<file path="src/rtl/core/cpr_pkg.sv">
`default_nettype none
// ----------------------------------------------------------------------------
// cpr_pkg
// Shared constants, types and state encodings for the command packet receiver.
// ----------------------------------------------------------------------------
package cpr_pkg;

  localparam int BUFFER_BYTES = 64;
  localparam int HEADER_BYTES = 4;
  localparam int SHORT_LIMIT  = 10;
  localparam int LEN_LIMIT    = BUFFER_BYTES - HEADER_BYTES;
  localparam int PTR_W        = $clog2(BUFFER_BYTES);
  localparam int RAM_DEPTH    = 2 * BUFFER_BYTES;
  localparam int RAM_AW       = PTR_W + 1;
  localparam int LEN_W        = 6;
  localparam int CFG_IDX_W    = 1;
  localparam int CFG_DATA_W   = 8;

  localparam logic [CFG_IDX_W-1:0] CFG_CRC_CHECK_ENABLE = 1'b0;
  localparam logic [CFG_IDX_W-1:0] CFG_LONG_LOAD_CODE   = 1'b1;

  localparam logic STATUS_OK    = 1'b0;
  localparam logic STATUS_ERROR = 1'b1;

  typedef enum logic [2:0] {
    F_SUM_HI,
    F_SUM_LO,
    F_CMD,
    F_LEN,
    F_DATA
  } front_state_t;

  typedef enum logic [1:0] {
    B_IDLE,
    B_FETCH,
    B_LOAD,
    B_SHOW
  } back_state_t;

  typedef enum logic [1:0] {
    KIND_EMPTY,
    KIND_DATA,
    KIND_ERROR
  } desc_kind_t;

  typedef struct packed {
    desc_kind_t       kind;
    logic [7:0]       command;
    logic [LEN_W-1:0] len;
    logic             bank;
  } desc_t;

endpackage
`default_nettype wire

</file>
<file path="src/rtl/core/cpr_if.sv">
`default_nettype none
// ----------------------------------------------------------------------------
// cpr_if
// Valid/ready channels: received bytes in, result items out.
// ----------------------------------------------------------------------------
interface cpr_rx_if;
  logic       valid;
  logic       ready;
  logic [7:0] rx_byte;

  modport source (output valid, output rx_byte, input ready);
  modport sink   (input valid, input rx_byte, output ready);
endinterface

interface cpr_res_if;
  logic       valid;
  logic       ready;
  logic       status;
  logic [7:0] command;
  logic [5:0] payload_len;
  logic [5:0] byte_index;
  logic [7:0] payload_byte;
  logic       last;

  modport source (output valid, output status, output command, output payload_len,
                  output byte_index, output payload_byte, output last, input ready);
  modport sink   (input valid, input status, input command, input payload_len,
                  input byte_index, input payload_byte, input last, output ready);
endinterface
`default_nettype wire

</file>
<file path="src/rtl/core/command_packet_receiver.sv">
`default_nettype none
// ----------------------------------------------------------------------------
// command_packet_receiver
// Parses checksum/command/length/data packets and replays accepted payloads.
// ----------------------------------------------------------------------------
// A received byte is taken whenever the input is not stalled. A completed packet is
// queued and replayed from a double-banked payload buffer. The replay side picks
// up a queued descriptor from its idle state; an empty or failed packet then presents
// its single beat in the next cycle, and a payload of N bytes gives N beats, each
// through a buffer read, a load and a present step; a beat stays presented while
// the sink holds ready low. The byte input stalls only while two completed packets
// wait in the queue, the first of them still being replayed.
module command_packet_receiver import cpr_pkg::*; (
  input  wire logic                  clk,
  input  wire logic                  rst,
  input  wire logic                  cfg_we,
  input  wire logic [CFG_IDX_W-1:0]  cfg_index,
  input  wire logic [CFG_DATA_W-1:0] cfg_data,
  cpr_rx_if.sink                     rx,
  cpr_res_if.source                  res
);

  logic              crc_check_enable;
  logic [7:0]        long_load_code;
  logic              push;
  desc_t             push_desc;
  logic              pop;
  desc_t             head;
  logic              not_empty;
  logic              fifo_full;
  logic              ram_we;
  logic [RAM_AW-1:0] ram_waddr;
  logic [7:0]        ram_wdata;
  logic              ram_re;
  logic [RAM_AW-1:0] ram_raddr;
  logic [7:0]        ram_rdata;

  always_ff @(posedge clk) begin
    if (rst) begin
      crc_check_enable <= 1'b0;
      long_load_code   <= '0;
    end else if (cfg_we) begin
      case (cfg_index)
        CFG_CRC_CHECK_ENABLE: crc_check_enable <= cfg_data[0];
        CFG_LONG_LOAD_CODE:   long_load_code   <= cfg_data[7:0];
        default:              long_load_code   <= long_load_code;
      endcase
    end
  end

  cpr_front u_front (
    .clk              (clk),
    .rst              (rst),
    .rx               (rx),
    .crc_check_enable (crc_check_enable),
    .long_load_code   (long_load_code),
    .fifo_full        (fifo_full),
    .push             (push),
    .push_desc        (push_desc),
    .ram_we           (ram_we),
    .ram_waddr        (ram_waddr),
    .ram_wdata        (ram_wdata)
  );

  cpr_ram #(
    .WIDTH (8),
    .DEPTH (RAM_DEPTH)
  ) u_ram (
    .clk   (clk),
    .we    (ram_we),
    .waddr (ram_waddr),
    .wdata (ram_wdata),
    .re    (ram_re),
    .raddr (ram_raddr),
    .rdata (ram_rdata)
  );

  cpr_desc_fifo u_fifo (
    .clk       (clk),
    .rst       (rst),
    .push      (push),
    .push_desc (push_desc),
    .pop       (pop),
    .head      (head),
    .not_empty (not_empty),
    .full      (fifo_full)
  );

  cpr_back u_back (
    .clk       (clk),
    .rst       (rst),
    .head      (head),
    .not_empty (not_empty),
    .pop       (pop),
    .ram_re    (ram_re),
    .ram_raddr (ram_raddr),
    .ram_rdata (ram_rdata),
    .res       (res)
  );

  a_error_single: assert property (@(posedge clk) disable iff (rst)
    res.valid && res.status |-> res.last && res.byte_index == '0 && res.payload_byte == '0)
    else $error("error beat is not a single zero beat");

  a_empty_single: assert property (@(posedge clk) disable iff (rst)
    res.valid && res.payload_len == '0 |-> res.last && res.byte_index == '0)
    else $error("empty packet beat is not last");

  a_index_range: assert property (@(posedge clk) disable iff (rst)
    res.valid && !res.status && res.payload_len != '0 |-> res.byte_index < res.payload_len)
    else $error("byte index beyond payload length");

  a_no_push_full: assert property (@(posedge clk) disable iff (rst)
    push |-> !fifo_full || pop)
    else $error("descriptor pushed into full queue");

endmodule
`default_nettype wire

</file>
<file path="src/rtl/core/cpr_ram.sv">
`default_nettype none
// ----------------------------------------------------------------------------
// cpr_ram
// Generic simple dual-port RAM, one write port, one registered read port.
// ----------------------------------------------------------------------------
module cpr_ram #(
  parameter int WIDTH = 8,
  parameter int DEPTH = 128
) (
  input  wire logic                     clk,
  input  wire logic                     we,
  input  wire logic [$clog2(DEPTH)-1:0] waddr,
  input  wire logic [WIDTH-1:0]         wdata,
  input  wire logic                     re,
  input  wire logic [$clog2(DEPTH)-1:0] raddr,
  output logic      [WIDTH-1:0]         rdata
);

  logic [WIDTH-1:0] mem [DEPTH];

  always_ff @(posedge clk) begin
    if (we) begin
      mem[waddr] <= wdata;
    end
    if (re) begin
      rdata <= mem[raddr];
    end
  end

endmodule
`default_nettype wire

</file>
<file path="src/rtl/core/cpr_front.sv">
`default_nettype none
// ----------------------------------------------------------------------------
// cpr_front
// Packet parser: header decode, length clamp, payload write, checksum test.
// ----------------------------------------------------------------------------
module cpr_front import cpr_pkg::*; (
  input  wire logic              clk,
  input  wire logic              rst,
  cpr_rx_if.sink                 rx,
  input  wire logic              crc_check_enable,
  input  wire logic [7:0]        long_load_code,
  input  wire logic              fifo_full,
  output logic                   push,
  output desc_t                  push_desc,
  output logic                   ram_we,
  output logic [RAM_AW-1:0]      ram_waddr,
  output logic [7:0]             ram_wdata
);

  front_state_t     state, state_next;
  logic [15:0]      expected_sum;
  logic [15:0]      running_sum;
  logic [15:0]      sum_next;
  logic [7:0]       cmd;
  logic [LEN_W-1:0] len;
  logic [LEN_W-1:0] len_clamped;
  logic [PTR_W-1:0] pos;
  logic             bank;
  logic             acc;
  logic             last_data;

  assign rx.ready  = !fifo_full;
  assign acc       = rx.valid && rx.ready;
  assign sum_next  = running_sum + {8'd0, rx.rx_byte};
  assign last_data = ({{(8-PTR_W){1'b0}}, pos} == ({2'b00, len} - 8'd1));

  always_comb begin
    if (rx.rx_byte > 8'(LEN_LIMIT)) begin
      len_clamped = '0;
    end else if ((cmd != long_load_code) && (rx.rx_byte > 8'(SHORT_LIMIT))) begin
      len_clamped = '0;
    end else begin
      len_clamped = rx.rx_byte[LEN_W-1:0];
    end
  end

  always_comb begin
    state_next = state;
    case (state)
      F_SUM_HI: if (acc) state_next = F_SUM_LO;
      F_SUM_LO: if (acc) state_next = F_CMD;
      F_CMD:    if (acc) state_next = F_LEN;
      F_LEN: begin
        if (acc) state_next = (len_clamped == '0) ? F_SUM_HI : F_DATA;
      end
      F_DATA: begin
        if (acc && last_data) state_next = F_SUM_HI;
      end
      default:  state_next = F_SUM_HI;
    endcase
  end

  always_comb begin
    push              = 1'b0;
    push_desc.kind    = KIND_DATA;
    push_desc.command = cmd;
    push_desc.len     = len;
    push_desc.bank    = bank;
    ram_we            = 1'b0;
    ram_waddr         = {bank, pos};
    ram_wdata         = rx.rx_byte;
    case (state)
      F_LEN: begin
        push_desc.len  = len_clamped;
        push_desc.kind = KIND_EMPTY;
        push           = acc && (len_clamped == '0);
      end
      F_DATA: begin
        ram_we = acc;
        push   = acc && last_data;
        if (crc_check_enable && (sum_next != expected_sum)) begin
          push_desc.kind = KIND_ERROR;
        end
      end
      default: begin
        push = 1'b0;
      end
    endcase
  end

  always_ff @(posedge clk) begin
    if (rst) begin
      state        <= F_SUM_HI;
      bank         <= 1'b0;
      expected_sum <= '0;
      running_sum  <= '0;
      cmd          <= '0;
      len          <= '0;
      pos          <= '0;
    end else begin
      state <= state_next;
      if (push) begin
        bank <= !bank;
      end
      if (acc) begin
        case (state)
          F_SUM_HI: expected_sum[15:8] <= rx.rx_byte;
          F_SUM_LO: expected_sum[7:0]  <= rx.rx_byte;
          F_CMD: begin
            cmd         <= rx.rx_byte;
            running_sum <= {8'd0, rx.rx_byte};
          end
          F_LEN: begin
            len         <= len_clamped;
            running_sum <= sum_next;
            pos         <= '0;
          end
          F_DATA: begin
            running_sum <= sum_next;
            pos         <= pos + 1'b1;
          end
          default: pos <= '0;
        endcase
      end
    end
  end

endmodule
`default_nettype wire

</file>
<file path="src/rtl/core/cpr_desc_fifo.sv">
`default_nettype none
// ----------------------------------------------------------------------------
// cpr_desc_fifo
// Two-entry queue of completed packet descriptors between parser and replay.
// ----------------------------------------------------------------------------
module cpr_desc_fifo import cpr_pkg::*; (
  input  wire logic  clk,
  input  wire logic  rst,
  input  wire logic  push,
  input  wire desc_t push_desc,
  input  wire logic  pop,
  output desc_t      head,
  output logic       not_empty,
  output logic       full
);

  desc_t      slot [2];
  logic       wr_ptr;
  logic       rd_ptr;
  logic [1:0] count;

  assign head      = slot[rd_ptr];
  assign not_empty = (count != 2'd0);
  assign full      = (count == 2'd2);

  always_ff @(posedge clk) begin
    if (push) begin
      slot[wr_ptr] <= push_desc;
    end
  end

  always_ff @(posedge clk) begin
    if (rst) begin
      wr_ptr <= 1'b0;
      rd_ptr <= 1'b0;
      count  <= 2'd0;
    end else begin
      if (push) wr_ptr <= !wr_ptr;
      if (pop)  rd_ptr <= !rd_ptr;
      case ({push, pop})
        2'b10:   count <= count + 2'd1;
        2'b01:   count <= count - 2'd1;
        default: count <= count;
      endcase
    end
  end

endmodule
`default_nettype wire

</file>
<file path="src/rtl/core/cpr_back.sv">
`default_nettype none
// ----------------------------------------------------------------------------
// cpr_back
// Replay engine: reads the payload buffer and presents result beats.
// ----------------------------------------------------------------------------
module cpr_back import cpr_pkg::*; (
  input  wire logic          clk,
  input  wire logic          rst,
  input  wire desc_t         head,
  input  wire logic          not_empty,
  output logic               pop,
  output logic               ram_re,
  output logic [RAM_AW-1:0]  ram_raddr,
  input  wire logic [7:0]    ram_rdata,
  cpr_res_if.source          res
);

  back_state_t      state, state_next;
  logic [LEN_W-1:0] idx;
  logic             load_simple;
  logic             load_data;
  logic             idx_inc;
  logic             out_acc;

  logic             out_status;
  logic [7:0]       out_command;
  logic [LEN_W-1:0] out_len;
  logic [LEN_W-1:0] out_index;
  logic [7:0]       out_byte;
  logic             out_last;

  assign out_acc   = res.valid && res.ready;
  assign ram_raddr = {head.bank, idx[PTR_W-1:0]};

  always_comb begin
    state_next = state;
    case (state)
      B_IDLE: begin
        if (not_empty) state_next = (head.kind == KIND_DATA) ? B_FETCH : B_SHOW;
      end
      B_FETCH: state_next = B_LOAD;
      B_LOAD:  state_next = B_SHOW;
      B_SHOW: begin
        if (out_acc) state_next = out_last ? B_IDLE : B_FETCH;
      end
      default: state_next = B_IDLE;
    endcase
  end

  always_comb begin
    load_simple = 1'b0;
    load_data   = 1'b0;
    ram_re      = 1'b0;
    pop         = 1'b0;
    idx_inc     = 1'b0;
    res.valid   = 1'b0;
    case (state)
      B_IDLE:  load_simple = not_empty && (head.kind != KIND_DATA);
      B_FETCH: ram_re = 1'b1;
      B_LOAD:  load_data = 1'b1;
      B_SHOW: begin
        res.valid = 1'b1;
        pop       = out_acc && out_last;
        idx_inc   = out_acc && !out_last;
      end
      default: res.valid = 1'b0;
    endcase
  end

  always_ff @(posedge clk) begin
    if (rst) begin
      state <= B_IDLE;
      idx   <= '0;
    end else begin
      state <= state_next;
      if (pop) begin
        idx <= '0;
      end else if (idx_inc) begin
        idx <= idx + 1'b1;
      end
    end
  end

  always_ff @(posedge clk) begin
    if (load_simple) begin
      out_status  <= (head.kind == KIND_ERROR) ? STATUS_ERROR : STATUS_OK;
      out_command <= head.command;
      out_len     <= head.len;
      out_index   <= '0;
      out_byte    <= '0;
      out_last    <= 1'b1;
    end else if (load_data) begin
      out_status  <= STATUS_OK;
      out_command <= head.command;
      out_len     <= head.len;
      out_index   <= idx;
      out_byte    <= ram_rdata;
      out_last    <= (idx == (head.len - 1'b1));
    end
  end

  assign res.status       = out_status;
  assign res.command      = out_command;
  assign res.payload_len  = out_len;
  assign res.byte_index   = out_index;
  assign res.payload_byte = out_byte;
  assign res.last         = out_last;

endmodule
`default_nettype wire

</file>
<file path="src/flat_wrapper.sv">
// flat-port wrapper written by rule: the top's interface ports become plain ports
module command_packet_receiver_flat import cpr_pkg::*;
  (clk, rst, cfg_we, cfg_index, cfg_data, rx_valid, rx_rx_byte, rx_ready, res_valid, res_status, res_command, res_payload_len, res_byte_index, res_payload_byte, res_last, res_ready);
  cpr_rx_if rx_i ();
  cpr_res_if res_i ();
  input  wire logic clk;
  input  wire logic rst;
  input  wire logic cfg_we;
  input  wire logic [CFG_IDX_W-1:0] cfg_index;
  input  wire logic [CFG_DATA_W-1:0] cfg_data;
  input wire logic [$bits(rx_i.valid)-1:0] rx_valid;
  input wire logic [$bits(rx_i.rx_byte)-1:0] rx_rx_byte;
  output wire logic [$bits(rx_i.ready)-1:0] rx_ready;
  output wire logic [$bits(res_i.valid)-1:0] res_valid;
  output wire logic [$bits(res_i.status)-1:0] res_status;
  output wire logic [$bits(res_i.command)-1:0] res_command;
  output wire logic [$bits(res_i.payload_len)-1:0] res_payload_len;
  output wire logic [$bits(res_i.byte_index)-1:0] res_byte_index;
  output wire logic [$bits(res_i.payload_byte)-1:0] res_payload_byte;
  output wire logic [$bits(res_i.last)-1:0] res_last;
  input wire logic [$bits(res_i.ready)-1:0] res_ready;
  assign rx_i.valid = rx_valid;
  assign rx_i.rx_byte = rx_rx_byte;
  assign rx_ready = rx_i.ready;
  assign res_valid = res_i.valid;
  assign res_status = res_i.status;
  assign res_command = res_i.command;
  assign res_payload_len = res_i.payload_len;
  assign res_byte_index = res_i.byte_index;
  assign res_payload_byte = res_i.payload_byte;
  assign res_last = res_i.last;
  assign res_i.ready = res_ready;
  command_packet_receiver u_core (.clk(clk), .rst(rst), .cfg_we(cfg_we), .cfg_index(cfg_index), .cfg_data(cfg_data), .rx(rx_i), .res(res_i));
endmodule
</file>
<file path="config.mk">
export PLATFORM = sky130hd
export DESIGN_NAME = command_packet_receiver_flat
export DESIGN_NICKNAME = d
export VERILOG_FILES = /design/src/rtl/core/cpr_pkg.sv /design/src/rtl/core/cpr_if.sv /design/src/rtl/core/command_packet_receiver.sv /design/src/rtl/core/cpr_ram.sv /design/src/rtl/core/cpr_front.sv /design/src/rtl/core/cpr_desc_fifo.sv /design/src/rtl/core/cpr_back.sv /design/src/flat_wrapper.sv
export SDC_FILE = /design/constraint.sdc
export NUM_CORES = 2
export LEC_CHECK = 0
export BUFFER_PORTS_ARGS = -buffer_cell sky130_fd_sc_hd__buf_4
export CORE_AREA = 2 2 295 297
export CTS_CLUSTER_SIZE = 30
export DETAILED_ROUTE_END_ITERATION = 7
export DIE_AREA = 0 0 297 299
export PLACE_DENSITY = 0.75
export SYNTH_ARGS = -nofsm -noshare
export SYNTH_HDL_FRONTEND = slang
export SYNTH_SLANG_ARGS = --single-unit
</file>
<file path="constraint.sdc">
create_clock -name clk -period 2.49 [get_ports clk]
set_input_delay 0.249 -clock clk [delete_from_list [all_inputs] [get_ports clk]]
set_output_delay 0.249 -clock clk [all_outputs]
set_load 0.05 [all_outputs]
</file>
==> impl_metrics.ini <==
[run_status]
outcome = complete, but fails checks
violations = setup timing

[routing]
wl_per_cell_microns = 28.5
viasPerCell = 6.16
drt_iter0_markers = 2905
drcViolationCount = 0
first_pass_iters = 7
vias = 24900
wirelength_microns = 115000
ant_nets = 0

[clock_network]
numCtsBuffers = 111
clk-insertion-delay-late_ns = 0.71
cts_tree = done
htreeDepth = 3
clock_sinks = 1174
clk_path_buf_depth = 3
cts-root-buf = clkbuf_16
clkSlewWorstSetupHoldPaths_ns = 0.06

[synthesis]
ys_seq_area_share_pct = 73.6
ys_ff_latch = 1174
synth-main-ff-cell = edfxtp_1
avgSynthCellArea_sq_um = 19.6
syn_inst = 2381
yosysWarnings = 0
synth_nets = 2421
synthArstFlopShare_pct = 0
synthDistinctLibCells = 61
synth_area_sq_um = 46700
synth_edf_count = 1081

[flow_run]
maxCapViolations = 0

[grt]
grt_usage_pct = 25.9
grt_pass1_vias = 25600
grt_pass1_wl_microns = 169000
grt-ovfl-total = 0
grt_max_degree = 97
antenna_found_initial = 3

[power]
vdd_drop_max_uv = 771
p_leak_nw = 18.1
p_per_area_nw_per_um2 = 763

[min_path]
hold_path.class = in2reg
hold-path-endpoint = u_core.u_back.idx[1]
hp-start = res_ready
hold_path_depth = 5

[worst_setup_path]
cp-start-kind = register
rr_worst_depth = 10
arrival_ns = 3.26
critPathMaxFanout = 4
reg2reg_to = u_core.u_fifo.slot[1][15]
worstSetupPathType = reg2reg
reg2reg_slack_ns = -0.28
end_kind = register
required_ns = 2.99
worstReg2RegStart = u_core.u_front.running_sum[0]

[floorplan]
dieWidth_microns = 297
placementRows = 108
ios = 54
core_sq_um = 85900
dieArea_sq_um = 88800
initial_utilization_pct = 54.3
chipHeight_microns = 299

[placement]
port_buffers = 53
hpwlAfterDp_microns = 69300
place.gp.congestion = 0.911
place_ws_ns = -0.363

[sta]
finClkSkew_ns = 0.0575
fmax_mhz = 361
finalHoldViolCount = 0
finalSetupViolCount = 22
fin_crit_ns = 2.77
worst_slack_ns = -0.278
worst_slew_pin_slew_ns = 1.18
rsz0062_at_grt = true
period_share_pct = 111
drv_slew = 0
relSlewSlack_pct = 21.3

[finish]
n_fill_cell = 5461
final_layout_size_suffix_gt1_share_pct = 33.4
diodes = 0
fin_nets = 2823
fin_util_pct = 64.8
area_delta_synth_final_pct = 19.3
-- how the worst max path moves through the flow --
stage                                   from                        end  cells after the start
2_1_floorplan  u_core.u_front.running_sum[0]  u_core.u_fifo.slot[0][16]                      9
3_3_place_gp                   rx_rx_byte[0]  u_core.u_fifo.slot[0][15]                     11
3_5_place_dp                   rx_rx_byte[0]  u_core.u_fifo.slot[1][15]                     11
4_1_cts        u_core.u_front.running_sum[0]  u_core.u_fifo.slot[0][15]                     10
5_1_grt        u_core.u_front.running_sum[0]  u_core.u_fifo.slot[1][15]                     10
6_report       u_core.u_front.running_sum[0]  u_core.u_fifo.slot[1][15]                     10
-- report_power, final --
| part | internal (mW) | total (mW) | switching, mW | leakage [nW] |
|---|---|---|---|---|
| clock | 10.1 | 17.4 | 7.26 | 1.86 |
| combinational | 1.35 | 3.23 | 1.88 | 5.74 |
| sequential | 21.7 | 21.9 | 0.148 | 10.5 |
-- metal layers --
| layer | vias up | global-route usage, % | part of all wire (%) |
|---|---|---|---|
| met1 | 12900 | 35.2 | 38 |
| li1 | 10400 | - | - |
| met5 | - | 0 | 0.020 |
| met3 | 219 | 4.52 | 8.8 |
| met2 | 1317 | 43.1 | 50 |
| met4 | 4 | 8.57 | 3.1 |
-- per-stage QoR --
step | cells | TNS, ns | hold WS (ns) | power (mW) | cell area (sq um)
floorplan | 2381 | -0.171 | 0.348 | 24.0 | 46700
global placement | 3772 | -2.66 | 0.461 | 25.1 | 50700
detailed placement | 3772 | -3.43 | 0.472 | 25.2 | 50700
CTS | 4026 | -2.53 | 0.0365 | 42.6 | 55400
global route | 4035 | -5.85 | 0.0627 | 43.5 | 55700
finish | 4035 | -2.67 | 0.0718 | 42.5 | 55700
-- registers in the layout, indices dropped and copies added, names as in the netlist, 2 cells and up, named ones only --
| name | cells |
|---|---|
| u_core.long_load_code | 8 |
| u_core.u_back.idx | 6 |
| u_core.u_back.res.byte_index | 6 |
| u_core.u_back.res.command | 8 |
| u_core.u_back.res.payload_byte | 8 |
| u_core.u_back.res.payload_len | 6 |
| u_core.u_back.state | 2 |
| u_core.u_fifo.count | 2 |
| u_core.u_fifo.slot | 34 |
| u_core.u_front.cmd | 8 |
| u_core.u_front.expected_sum | 16 |
| u_core.u_front.len | 6 |
| u_core.u_front.pos | 6 |
| u_core.u_front.running_sum | 16 |
| u_core.u_front.state | 3 |
| u_core.u_ram.mem | 1024 |
| u_core.u_ram.rdata | 8 |
-- cells by family after synthesis --
kind of cell	synth area share (%)
flip-flops	73.6
AO/OA/AOI/OAI	1.81
multiplexers	17.3
buffers and inverters	1.57
AND/OR/NAND/NOR	4.08
adder cells (fa/ha/maj)	0.499
XOR/XNOR	1.14
-- area by class of cell --
cell class | instances | area [sq um] | area share, %
Sequential cell | 1174 | 34300 | 61.7
Multi-Input combinational cell | 1054 | 11900 | 21.4
Clock buffer | 157 | 3080 | 5.54
Inverter | 21 | 78.8 | 0.142
Timing Repair Buffer | 421 | 4100 | 7.37
Clock inverter | 53 | 711 | 1.28
Tap cell | 1155 | 1450 | 2.60
-- synthesized netlist by cell type (2+ instances only) --
library cell	instances	area share, %
clkbuf_1	63	0.51
nand2_1	74	0.60
o22ai_1	4	0.054
a22o_1	8	0.15
buf_1	11	0.088
inv_1	21	0.17
xnor2_1	25	0.47
a32oi_1	2	0.038
a311oi_1	7	0.13
a22oi_1	3	0.048
mux4_2	320	15
nor2_1	260	2.1
nand3_1	29	0.31
nor3b_1	2	0.032
ha_1	17	0.46
xor2_1	33	0.62
a21oi_1	42	0.45
a221oi_1	8	0.15
buf_2	38	0.41
a211oi_1	5	0.080
a31oi_1	5	0.067
edfxtp_1	1081	70
or4_1	2	0.032
o21a_1	3	0.048
nor2b_1	13	0.17
nand4_1	10	0.13
nand2b_1	3	0.040
o21ai_0	22	0.24
or2_2	7	0.094
nor3_1	14	0.15
and2_1	6	0.080
dfxtp_1	93	4.0
o211ai_1	6	0.097
nor4_1	7	0.094
o21ai_1	2	0.021
nand3b_1	5	0.080
a21o_1	2	0.032
buf_4	10	0.16
mux2i_1	78	1.7
o2111ai_1	2	0.038
buf_6	10	0.24
mux2_2	9	0.22
-- timing repair --
action,in CTS,in global routing
pin swaps,15,15
endpoints found under the hold margin,10,0
endpoints found under the setup margin,14,467
setup buffers,15,8
gates cloned,11,7
gates resized for setup,59,42
hold buffers,19,0
-- cell usage in the layout, fill, tap and decap left out, types with 9 or more instances in the layout --
master,count
nor2_1,259
mux2i_1,71
o21ai_0,22
nand2_1,73
nand3_1,29
inv_1,17
bufinv_16,14
buf_6,20
buf_12,29
nor2b_1,12
clkinv_2,23
nand4_1,10
dfxtp_1,86
ha_1,14
buf_16,14
dlygate4sd3_1,19
xor2_1,31
buf_4,327
a21oi_1,40
clkbuf_16,119
mux2_2,9
clkbuf_8,11
edfxtp_1,1081
xnor2_1,23
mux4_2,320
clkbuf_1,34
nor3_1,11
-- worst max-delay path, cell delays in order, from the launching register on --
cell and delay (ns):
dfxtp_2 0.35, ha_4 0.14, inv_2 0.04, fa_2 0.38, nor2b_4 0.14, o31a_4 0.19, o21ai_4 0.07, or4_4 0.54
a2111oi_4 0.39, a31oi_2 0.16, nor2_1 0.17
Note: power is estimated with default switching activity, not from simulation.
